<file path="src/hdl/bmpdec_pkg.sv">
package bmpdec_pkg;

  localparam int ADDR_W = 21;
  localparam int ARGB_W = 32;

  localparam logic [7:0]  MAGIC_B     = 8'h42;
  localparam logic [7:0]  MAGIC_M     = 8'h4D;
  localparam logic [31:0] ALPHA_OPAQUE = 32'hFF00_0000;
  localparam logic [15:0] DEPTH_24    = 16'd24;
  localparam logic [15:0] DEPTH_32    = 16'd32;
  localparam logic [31:0] COMP_RGB       = 32'd0;
  localparam logic [31:0] COMP_BITFIELDS = 32'd3;
  localparam logic [31:0] HDR_BYTES   = 32'd54;

  typedef enum logic [2:0] {
    KIND_PIXEL       = 3'd0,
    KIND_NOT_BMP     = 3'd1,
    KIND_TRUNC_HDR   = 3'd2,
    KIND_COMPRESSED  = 3'd3,
    KIND_BAD_DEPTH   = 3'd4,
    KIND_BAD_SIZE    = 3'd5,
    KIND_BAD_OFFSET  = 3'd6,
    KIND_TRUNC_DATA  = 3'd7
  } kind_t;

  typedef struct packed {
    logic              emit;
    kind_t             kind;
    logic [ADDR_W-1:0] addr;
    logic [ARGB_W-1:0] argb;
    logic              done;
  } result_t;

endpackage

</file>
<file path="src/hdl/bmpdec_core.sv">
module bmpdec_core
  import bmpdec_pkg::*;
#(
  parameter int MAX_WIDTH  = 1280,
  parameter int MAX_HEIGHT = 1092
) (
  input  logic       clk,
  input  logic       rst_n,
  input  logic       step,
  input  logic [7:0] file_byte,
  input  logic       end_of_file,
  output result_t    res
);

  localparam int WW = $clog2(MAX_WIDTH + 1);
  localparam int HW = $clog2(MAX_HEIGHT + 1);
  localparam int PW = WW + HW;
  localparam int SW = (PW + 1 > ADDR_W) ? PW + 1 : ADDR_W;

  localparam logic [31:0] IDX_MAGIC_M = 32'd1;
  localparam logic [31:0] IDX_OFFSET  = 32'd13;
  localparam logic [31:0] IDX_WIDTH   = 32'd21;
  localparam logic [31:0] IDX_HEIGHT  = 32'd25;
  localparam logic [31:0] IDX_DEPTH   = 32'd29;
  localparam logic [31:0] IDX_COMP    = 32'd33;
  localparam logic [31:0] IDX_HDR_END = 32'd53;

  typedef enum logic [2:0] {
    PH_HDR        = 3'd0,
    PH_PEND_COMP  = 3'd1,
    PH_PEND_DEPTH = 3'd2,
    PH_PEND_SIZE  = 3'd3,
    PH_SKIP       = 3'd4,
    PH_DATA       = 3'd5,
    PH_PAD        = 3'd6,
    PH_IDLE       = 3'd7
  } phase_t;

  phase_t          phase_r, phase_nxt;
  logic [31:0]     byte_count_r, byte_count_nxt;
  logic [31:0]     header_shift_r, header_shift_nxt;
  logic            magic_ok_r, magic_ok_nxt;
  logic [31:0]     data_start_r, data_start_nxt;
  logic [WW-1:0]   width_r, width_nxt;
  logic [HW-1:0]   height_r, height_nxt;
  logic            bottom_up_r, bottom_up_nxt;
  logic            four_bpp_r, four_bpp_nxt;
  logic [1:0]      byte_in_pixel_r, byte_in_pixel_nxt;
  logic [15:0]     bg_hold_r, bg_hold_nxt;
  logic [WW-1:0]   column_r, column_nxt;
  logic [HW-1:0]   file_row_r, file_row_nxt;
  logic [1:0]      pad_left_r, pad_left_nxt;

  logic [31:0]     shift_new;
  logic [31:0]     height_mag;
  logic [HW-1:0]   dst_y;
  logic [PW-1:0]   prod;
  logic [PW:0]     sum;
  logic [SW-1:0]   sum_ext;
  logic            col_last;
  logic            row_last;

  assign shift_new = {file_byte, header_shift_r[31:8]};
  assign height_mag = shift_new[31] ? (~shift_new + 32'd1) : shift_new;

  // display row: flip file rows for bottom-up images
  assign dst_y   = bottom_up_r ? (height_r - HW'(1) - file_row_r) : file_row_r;
  assign prod    = PW'(dst_y) * PW'(width_r);
  assign sum     = {1'b0, prod} + (PW + 1)'(column_r);
  assign sum_ext = SW'(sum);
  assign col_last = (({1'b0, column_r} + (WW + 1)'(1)) >= {1'b0, width_r});
  assign row_last = (({1'b0, file_row_r} + (HW + 1)'(1)) >= {1'b0, height_r});

  always_comb begin
    phase_nxt         = phase_r;
    byte_count_nxt    = byte_count_r + 32'd1;
    header_shift_nxt  = header_shift_r;
    magic_ok_nxt      = magic_ok_r;
    data_start_nxt    = data_start_r;
    width_nxt         = width_r;
    height_nxt        = height_r;
    bottom_up_nxt     = bottom_up_r;
    four_bpp_nxt      = four_bpp_r;
    byte_in_pixel_nxt = byte_in_pixel_r;
    bg_hold_nxt       = bg_hold_r;
    column_nxt        = column_r;
    file_row_nxt      = file_row_r;
    pad_left_nxt      = pad_left_r;
    res               = '0;
    res.kind          = KIND_PIXEL;

    case (phase_r)
      PH_HDR, PH_PEND_COMP, PH_PEND_DEPTH, PH_PEND_SIZE: begin
        header_shift_nxt = shift_new;
        if (byte_count_r == 32'd0) begin
          magic_ok_nxt = (file_byte == MAGIC_B);
        end else if (byte_count_r == IDX_MAGIC_M) begin
          if (!magic_ok_r || file_byte != MAGIC_M) begin
            res.emit  = 1'b1;
            res.kind  = KIND_NOT_BMP;
            phase_nxt = PH_IDLE;
          end
        end else if (byte_count_r == IDX_OFFSET) begin
          data_start_nxt = shift_new;
        end else if (byte_count_r == IDX_WIDTH) begin
          width_nxt = shift_new[WW-1:0];
          if (shift_new == 32'd0 || shift_new > 32'(MAX_WIDTH)) phase_nxt = PH_PEND_SIZE;
        end else if (byte_count_r == IDX_HEIGHT) begin
          bottom_up_nxt = !shift_new[31];
          height_nxt    = height_mag[HW-1:0];
          if (height_mag == 32'd0 || height_mag > 32'(MAX_HEIGHT)) phase_nxt = PH_PEND_SIZE;
        end else if (byte_count_r == IDX_DEPTH) begin
          if (shift_new[31:16] == DEPTH_24) four_bpp_nxt = 1'b0;
          else if (shift_new[31:16] == DEPTH_32) four_bpp_nxt = 1'b1;
          else phase_nxt = PH_PEND_DEPTH;
        end else if (byte_count_r == IDX_COMP) begin
          if (shift_new != COMP_RGB && shift_new != COMP_BITFIELDS) phase_nxt = PH_PEND_COMP;
        end else if (byte_count_r == IDX_HDR_END) begin
          case (phase_r)
            PH_PEND_COMP: begin
              res.emit = 1'b1; res.kind = KIND_COMPRESSED; phase_nxt = PH_IDLE;
            end
            PH_PEND_DEPTH: begin
              res.emit = 1'b1; res.kind = KIND_BAD_DEPTH; phase_nxt = PH_IDLE;
            end
            PH_PEND_SIZE: begin
              res.emit = 1'b1; res.kind = KIND_BAD_SIZE; phase_nxt = PH_IDLE;
            end
            default: begin
              if (data_start_r < HDR_BYTES) begin
                res.emit = 1'b1; res.kind = KIND_BAD_OFFSET; phase_nxt = PH_IDLE;
              end else begin
                column_nxt        = '0;
                file_row_nxt      = '0;
                byte_in_pixel_nxt = 2'd0;
                pad_left_nxt      = 2'd0;
                phase_nxt         = (data_start_r == HDR_BYTES) ? PH_DATA : PH_SKIP;
              end
            end
          endcase
        end
      end
      PH_SKIP: begin
        if (byte_count_nxt == data_start_r) phase_nxt = PH_DATA;
      end
      PH_DATA: begin
        case (byte_in_pixel_r)
          2'd0: begin
            bg_hold_nxt       = {8'h00, file_byte};
            byte_in_pixel_nxt = 2'd1;
          end
          2'd1: begin
            bg_hold_nxt       = {file_byte, bg_hold_r[7:0]};
            byte_in_pixel_nxt = 2'd2;
          end
          2'd2: begin
            res.emit          = 1'b1;
            res.kind          = KIND_PIXEL;
            res.addr          = sum_ext[ADDR_W-1:0];
            res.argb          = ALPHA_OPAQUE | {8'h00, file_byte, bg_hold_r};
            byte_in_pixel_nxt = four_bpp_r ? 2'd3 : 2'd0;
            if (col_last) begin
              if (row_last) begin
                res.done  = 1'b1;
                phase_nxt = PH_IDLE;
              end else begin
                column_nxt   = '0;
                file_row_nxt = file_row_r + HW'(1);
                // 24bpp rows pad to four bytes: width mod 4 bytes of padding
                pad_left_nxt = four_bpp_r ? 2'd0 : width_r[1:0];
                if (!four_bpp_r && width_r[1:0] != 2'd0) phase_nxt = PH_PAD;
              end
            end else begin
              column_nxt = column_r + WW'(1);
            end
          end
          default: begin
            byte_in_pixel_nxt = 2'd0;
          end
        endcase
      end
      PH_PAD: begin
        pad_left_nxt = pad_left_r - 2'd1;
        if (pad_left_r == 2'd1) phase_nxt = PH_DATA;
      end
      default: begin
      end
    endcase

    if (end_of_file) begin
      if (phase_nxt == PH_HDR || phase_nxt == PH_PEND_COMP ||
          phase_nxt == PH_PEND_DEPTH || phase_nxt == PH_PEND_SIZE) begin
        res      = '0;
        res.emit = 1'b1;
        res.kind = (byte_count_r < IDX_OFFSET) ? KIND_NOT_BMP : KIND_TRUNC_HDR;
      end else if (phase_nxt == PH_SKIP || phase_nxt == PH_DATA || phase_nxt == PH_PAD) begin
        res      = '0;
        res.emit = 1'b1;
        res.kind = KIND_TRUNC_DATA;
      end
      // restart for the next file
      phase_nxt         = PH_HDR;
      byte_count_nxt    = '0;
      header_shift_nxt  = '0;
      magic_ok_nxt      = 1'b0;
      data_start_nxt    = '0;
      width_nxt         = '0;
      height_nxt        = '0;
      bottom_up_nxt     = 1'b1;
      four_bpp_nxt      = 1'b0;
      byte_in_pixel_nxt = 2'd0;
      bg_hold_nxt       = '0;
      column_nxt        = '0;
      file_row_nxt      = '0;
      pad_left_nxt      = 2'd0;
    end
  end

  always_ff @(posedge clk) begin
    if (!rst_n) begin
      phase_r         <= PH_HDR;
      byte_count_r    <= '0;
      header_shift_r  <= '0;
      magic_ok_r      <= 1'b0;
      data_start_r    <= '0;
      width_r         <= '0;
      height_r        <= '0;
      bottom_up_r     <= 1'b1;
      four_bpp_r      <= 1'b0;
      byte_in_pixel_r <= 2'd0;
      bg_hold_r       <= '0;
      column_r        <= '0;
      file_row_r      <= '0;
      pad_left_r      <= 2'd0;
    end else if (step) begin
      phase_r         <= phase_nxt;
      byte_count_r    <= byte_count_nxt;
      header_shift_r  <= header_shift_nxt;
      magic_ok_r      <= magic_ok_nxt;
      data_start_r    <= data_start_nxt;
      width_r         <= width_nxt;
      height_r        <= height_nxt;
      bottom_up_r     <= bottom_up_nxt;
      four_bpp_r      <= four_bpp_nxt;
      byte_in_pixel_r <= byte_in_pixel_nxt;
      bg_hold_r       <= bg_hold_nxt;
      column_r        <= column_nxt;
      file_row_r      <= file_row_nxt;
      pad_left_r      <= pad_left_nxt;
    end
  end

endmodule

</file>
<file path="src/hdl/bmp_stream_to_argb_decoder.sv">
// BMP byte-stream decoder. Feed the bytes of a BMP file in order, one item per
// cycle, with in_tlast on the final byte; the parser restarts after that byte.
// Uncompressed (or bitfields) 24- and 32-bpp images up to MAX_WIDTH x
// MAX_HEIGHT are decoded: each pixel leaves on its red byte as opaque ARGB
// with its display address (row * width + column, rows flipped for bottom-up
// files), out_tlast marks the last pixel, and out_tuser carries the result
// kind (0 pixel, 1 not BMP, 2 truncated header, 3 compressed, 4 bad depth,
// 5 bad size, 6 data offset below 54, 7 truncated data). Bytes that yield no
// result (headers, row padding, skipped bytes) produce nothing. Throughput is
// one byte per cycle while out_tready does not hold the output back; each byte
// waits in the input register, and the per-byte parser update then writes its
// result into the result register.
module bmp_stream_to_argb_decoder
  import bmpdec_pkg::*;
#(
  parameter int MAX_WIDTH  = 1280,
  parameter int MAX_HEIGHT = 1092
) (
  input  logic        clk,
  input  logic        rst_n,
  input  logic        in_tvalid,
  output logic        in_tready,
  input  logic [7:0]  in_tdata,   // [7:0] file_byte
  input  logic        in_tlast,   // end_of_file
  output logic        out_tvalid,
  input  logic        out_tready,
  output logic [55:0] out_tdata,  // [20:0] pixel_addr, [52:21] pixel_argb, [55:53] zero
  output logic [2:0]  out_tuser,  // [2:0] kind
  output logic        out_tlast   // image_done
);

  logic              in_vld_r;
  logic [7:0]        in_byte_r;
  logic              in_last_r;
  logic              out_vld_r;
  kind_t             kind_r;
  logic [ADDR_W-1:0] addr_r;
  logic [ARGB_W-1:0] argb_r;
  logic              done_r;
  logic              out_free;
  logic              step;
  result_t           res;

  assign out_free  = !out_vld_r || out_tready;
  assign step      = in_vld_r && out_free;
  assign in_tready = !in_vld_r || out_free;

  bmpdec_core #(
    .MAX_WIDTH  (MAX_WIDTH),
    .MAX_HEIGHT (MAX_HEIGHT)
  ) u_core (
    .clk         (clk),
    .rst_n       (rst_n),
    .step        (step),
    .file_byte   (in_byte_r),
    .end_of_file (in_last_r),
    .res         (res)
  );

  always_ff @(posedge clk) begin
    if (!rst_n) begin
      in_vld_r  <= 1'b0;
      out_vld_r <= 1'b0;
    end else begin
      if (in_tvalid && in_tready) begin
        in_vld_r <= 1'b1;
      end else if (step) begin
        in_vld_r <= 1'b0;
      end
      if (out_free) begin
        out_vld_r <= step && res.emit;
      end
    end
  end

  // payload registers: input loads on handshake, result loads on each emitted result
  always_ff @(posedge clk) begin
    if (in_tvalid && in_tready) begin
      in_byte_r <= in_tdata;
      in_last_r <= in_tlast;
    end
    if (step && res.emit) begin
      kind_r <= res.kind;
      addr_r <= res.addr;
      argb_r <= res.argb;
      done_r <= res.done;
    end
  end

  assign out_tvalid = out_vld_r;
  assign out_tdata  = {3'b000, argb_r, addr_r};
  assign out_tuser  = kind_r;
  assign out_tlast  = done_r;

endmodule

</file>
<file path="config.mk">
export PLATFORM = sky130hd
export DESIGN_NAME = bmp_stream_to_argb_decoder
export DESIGN_NICKNAME = d
export VERILOG_FILES = /design/src/hdl/bmpdec_pkg.sv /design/src/hdl/bmpdec_core.sv /design/src/hdl/bmp_stream_to_argb_decoder.sv
export SDC_FILE = /design/constraint.sdc
export NUM_CORES = 1
export LEC_CHECK = 0
export BUFFER_PORTS_ARGS = -buffer_cell sky130_fd_sc_hd__buf_2
export CORE_ASPECT_RATIO = 0.7
export CORE_MARGIN = 4
export CORE_UTILIZATION = 52
export DETAILED_ROUTE_END_ITERATION = 16
export GPL_TIMING_DRIVEN = 0
export PLACE_DENSITY = 0.75
export REMOVE_ABC_BUFFERS = 1
export SLEW_MARGIN = 5
export SYNTH_ARGS = -nofsm -noshare
export SYNTH_HDL_FRONTEND = slang
export SYNTH_SLANG_ARGS = --single-unit
</file>
<file path="constraint.sdc">
create_clock -name clk -period 8.3 [get_ports clk]
set_input_delay 0.83 -clock clk [delete_from_list [all_inputs] [get_ports clk]]
set_output_delay 0.83 -clock clk [all_outputs]
set_load 0.02 [all_outputs]
</file>
* Word level (Yosys, flattened, before mapping)
Index checks and enable logic that the tools add are counted.
Cells by class: $add $sub $neg 10, multiplexer cells 133, multipliers 1, bitwise operators 1, reduce and logical (&&, ||, !) cells 55, equal/unequal tests 49, $lt $le $gt $ge 6
Operator list (number):
- 2-to-1 mux 11 bit | 32
- 2-to-1 mux 32 bit | 9
- 2-to-1 mux 58 bit | 4
- == test 32 x 5 -> 1 bit (second input constant) | 3
- == test 32 x 6 -> 1 bit (second input constant) | 3
- logical NOT 32 bit | 3
- 2-to-1 mux 3 bit | 23
- adder 32 x 1 -> 32 bit (second input constant) | 2
- > comparator 32 x 11 -> 1 bit (second input constant) | 2
- 2-to-1 mux 54 bit | 1
- case mux 11 bit (2 select lines) | 2
- 2-to-1 mux 4 bit | 10
- 2-to-1 mux 2 bit | 18
- != test 3 bit (second input constant) | 11
- == test 32 x 1 -> 1 bit (second input constant) | 1
- == test 32 bit | 1
- == test 32 x 4 -> 1 bit (second input constant) | 1
- less-than comparator 32 x 4 -> 1 bit (second input constant) | 1
- less-than comparator 32 x 6 -> 1 bit (second input constant) | 1
- 2-to-1 mux 16 bit | 2
- != test 32 x 2 -> 1 bit (second input constant) | 1
- inverter 32 bit | 1
- case mux 16 bit (2 select lines) | 1
- nonzero test 32 bit | 1
- other kinds (46) | 121
Word-level totals: logic and storage cells 278, bits of input ports 13, bits in registers 234

* Longest topological paths before layout
depth after elaboration 20, depth in mapped cells 32

* Cells and area by module
From an unflattened synthesis, not the netlist that was laid out.
Unflattened totals: cell total of the unflattened synthesis 2135, area, all modules 17758.3 um^2
Modules (own cells, without submodules):
- bmpdec_core | area an instance 15637.5 um^2, instances 1, cells an instance 2052
- bmp_stream_to_argb_decoder | area an instance 2120.8 um^2, instances 1, cells an instance 83

* Least setup slack after synthesis
Ideal clock, no wire load.
path type reg2reg, start reg u_core.file_row_r[0], end reg addr_r[20] (data pin), data required time 8045 ps, arrival time 6661 ps, path buffers 0, clock period less this slack 6915 ps, setup slack 1385 ps, cell stages (with the launch flop) 30, library setup time 255 ps, cell sequence dfxtp_1 > inv_1 > ha_1 > inv_1 > fa_1 > nor2b_1 > o21a_1 > o21ai_0 > a2111oi_0 > nor3_1 > xnor2_1 > nand2_1 > xnor2_1 > nand2_1 > fa_1 > inv_1 > fa_1 > fa_1 > fa_1 > inv_1 > fa_1 > inv_1 > ha_1 > and3_1 > a21oi_1 > a21o_1 > o21ai_0 > o41ai_1 > xnor2_1 > and2_1
RTL lines:
- from (decl) | RTL line bmpdec_core.sv:51 | logic [HW-1:0] file_row_r, file_row_nxt;
- from (signal assigned) | RTL line bmpdec_core.sv:248 | file_row_r <= file_row_nxt;
- to (signal assigned) | RTL line bmp_stream_to_argb_decoder.sv:84 | addr_r <= res.addr;
- to (decl) | RTL line bmp_stream_to_argb_decoder.sv:37 | logic [ADDR_W-1:0] addr_r;

==> run_results.csv <==
group,metric,value,unit
timing,post-route-min-period,7840,ps
floorplanning,start_util,53.3,%
floorplanning,core,33800,um^2
clock_network,hold_buffers,0,
synthesis,ys_ff_latch,219,
timing,max_clock_freq,127,MHz
clock_network,post_cts_buffers,0,
timing,finalHoldViolations,0,
outcome,status,"finished clean",
placement,place_congestion,0.971,
grt,grt_overflow_total,0,
grt,grt_max_degree,88,
synthesis,synth_compound_area_share,15.6,%
clock_network,clock_latency,560,ps
detailed_routing,drt_iter0_markers,2382,
clock_network,clk_pin_slew,60,ps
clock_network,clock-sinks,219,
detailed_routing,dr.pass1.iters,6,
final_layout,finalNetCount,2334,
final_layout,area_delta_synth_final,8.04,%
synthesis,synth_cell_type_count,82,
critical_path,crit_arrival,8160,ps
floorplanning,die_w,231,um
timing,setup_tns,0,ps
power,power_leakage,7.80,nW
critical_path,startpoint_type,"register",
critical_path,end_kind,"register",
clock_network,clockBufferDepth,3,
final_layout,multi_input_area,11800,um^2
synthesis,yosysSeqAreaShare,27.6,%
grt,grt_pass1_wl,82800,um
placement,place_inst,2569,
timing,slew_headroom,9.16,%
grt,grt.total_usage,27.0,%
critical_path,cp_data_required_time,8610,ps
final_layout,final_common_cell,"nand2_1",
grt,antenna_found_initial,1,
placement,dpl.hpwl,38200,um
synthesis,synth_top_family_by_area,"simple AND/OR/NAND/NOR gates",
placement,portBuffers,71,
grt,grt_pass1_vias,14700,
timing,min_period_over_period,94.5,%
floorplanning,dieArea,37800,um^2
floorplanning,top_level_ports,75,
synthesis,ys_warn_count,0,
synthesis,ys.flop_type,"dfxtp_1",
detailed_routing,antenna_left,0,
synthesis,synthMuxAreaShare,0.736,%
clock_network,cts_buffers,25,
synthesis,synth-async-reset-ratio,0,%
synthesis,synth.top_cell.area_share,17.8,%
floorplanning,die_h,164,um
synthesis,avgSynthCellArea,8.26,um^2
detailed_routing,vias_per_cell,6.16,
detailed_routing,routed_wl,52200,um
synthesis,syn_area,18000,um^2
final_layout,fill_cells,2918,
critical_path,worstSetupPathType,"reg2reg",
final_layout,drive_above_1_share,8.69,%
final_layout,register_area,4980,um^2
detailed_routing,vias,16100,
synthesis,synth_edf_count,59,
flow_run,max_cap_viol_count,0,
timing,tightest_slew,1350,ps
detailed_routing,wl_per_cell,20.0,um
final_layout,stdcell_count,2615,
hold_path,hp-class,"in2reg",
power,p_per_area,133,nW/um^2
synthesis,synth_top_area_cell,"dfxtp_1",
detailed_routing,drc,0,
synthesis,yosys.area_share.adder,16.9,%
synthesis,synth_xor_area_share,5.10,%
final_layout,finish.utilization,57.6,%
clock_network,cts_tree,"done",
final_layout,antenna-diode-count,0,
power,vdd_ir_drop_max,0.156,mV
timing,drv_slew,0,
timing,rsz0062_at_grt,"no",
clock_network,clock_tree.htree_level_count,1,
timing,setup_viol,0,
timing,fin_skew,18.4,ps
final_layout,final_cell_mix,"nand2_1, inv_1, dfxtp_1, nor2_1, nor2b_1",
synthesis,ys_top_cells_by_area,"dfxtp_1, fa_1, edfxtp_1",
critical_path,cp_max_fo,22,
synthesis,yosys.area_share.simple,26.6,%
synthesis,netlist_instances,2182,
clock_network,cts_root_buffer,"clkbuf_16",
floorplanning,row_count,56,
-- stage by stage --
step	hold WS [ps]	instance area, um^2	setup WS [ps]	total power, mW
2_1_floorplan	457	17400	1320	1.27
3_3_place_gp	474	18300	-489	1.34
3_5_place_dp	482	18500	185	1.35
4_1_cts	436	19400	159	2.60
5_1_grt	437	19500	77.4	2.67
6_report	448	19500	455	2.60
-- final timing paths --
kind                              from  depth (start not counted)              endpoint  slack [ps]
setup / recovery  u_core.file_row_r[1]                         27            addr_r[20]         460
hold / removal             in_tdata[4]                          1          in_byte_r[4]         450
setup reg to reg  u_core.file_row_r[1]                         27            addr_r[20]         460
hold reg to reg   u_core.pad_left_r[1]                          2  u_core.pad_left_r[1]         490
-- worst max-delay path: stages, from the launching register on --
cell	delay, ps
dfxtp_1	460
inv_1	120
ha_1	310
a21o_1	180
a21oi_1	230
o21bai_1	90
a21oi_1	240
o21bai_1	90
a21oi_1	270
nor2b_1	90
o21a_1	410
o311a_1	490
fa_1	490
inv_1	50
fa_1	530
fa_1	440
fa_1	550
inv_1	50
fa_1	520
inv_1	40
ha_1	350
and3_1	240
a21oi_1	330
a21o_1	160
o21ai_0	150
o41ai_1	410
xnor2_1	140
and2_1	170
-- layout make-up --
cell class | count | area share, %
Sequential cell | 219 | 25.5
Multi-Input combinational cell | 1628 | 60.5
Inverter | 178 | 3.43
Timing Repair Buffer | 80 | 2.80
Clock buffer | 29 | 3.50
Tap cell | 464 | 2.98
Clock inverter | 17 | 1.26
-- flip-flops by register name, summed over array words and instances, names as in the netlist --
name and count:
u_core.phase_r 3, u_core.width_r 11, u_core.four_bpp_r 1, argb_r 25
in_last_r 1, u_core.header_shift_r 24, u_core.data_start_r 32, u_core.pad_left_r 2
u_core.column_r 11, u_core.magic_ok_r 1, u_core.bottom_up_r 1, u_core.byte_in_pixel_r 2
addr_r 21, u_core.bg_hold_r 16, out_tuser 3, in_byte_r 8
out_tvalid 1, out_tlast 1, u_core.file_row_r 11, in_vld_r 1
u_core.byte_count_r 32, u_core.height_r 11
-- cells in the mapped netlist (all sizes together) (19+ instances only) --
library cell,number
nand2,215
fa,91
or3,19
nor2,129
nor4,45
dfxtp,160
a31oi,23
nor2b,115
a21oi,87
ha,98
edfxtp,59
clkbuf,130
nand4,42
and2,94
a22oi,52
xnor2,74
o21ai,100
a21boi,43
xor2,31
buf,29
inv,178
nor3,85
nand3,60
-- repair_timing --
action | CTS | global route
setup endpoints to repair | 0 | 3
gates resized for setup | 0 | 4
endpoints found under the hold margin | 0 | 0
-- kinds of logic (layout without fill, tap and decap cells) --
group / Yosys count / in the layout
XOR/XNOR: 105 / 105
AO/OA/AOI/OAI: 422 / 422
multiplexers: 13 / 13
adder cells (fa/ha/maj): 189 / 189
flip-flops: 219 / 219
other: 1 / 3
buffers and inverters: 337 / 304
AND/OR/NAND/NOR: 896 / 896
-- where the power goes --
part           switching [mW]  internal, mW  leakage [nW]
Sequential             0.0252          1.11          1.83
Combinational           0.130        0.0626          5.51
Clock                   0.488         0.776         0.454
-- metal layers --
layer  vias up  part of all wire, %  GRT usage (%)
li1       7466                    -              -
met1      7701                   48           42.7
met2       867                   39           36.8
met3        62                   12           7.70
met4         0                  1.3           4.15
met5         -                    0              0
Note: power is estimated with default switching activity, not from simulation.
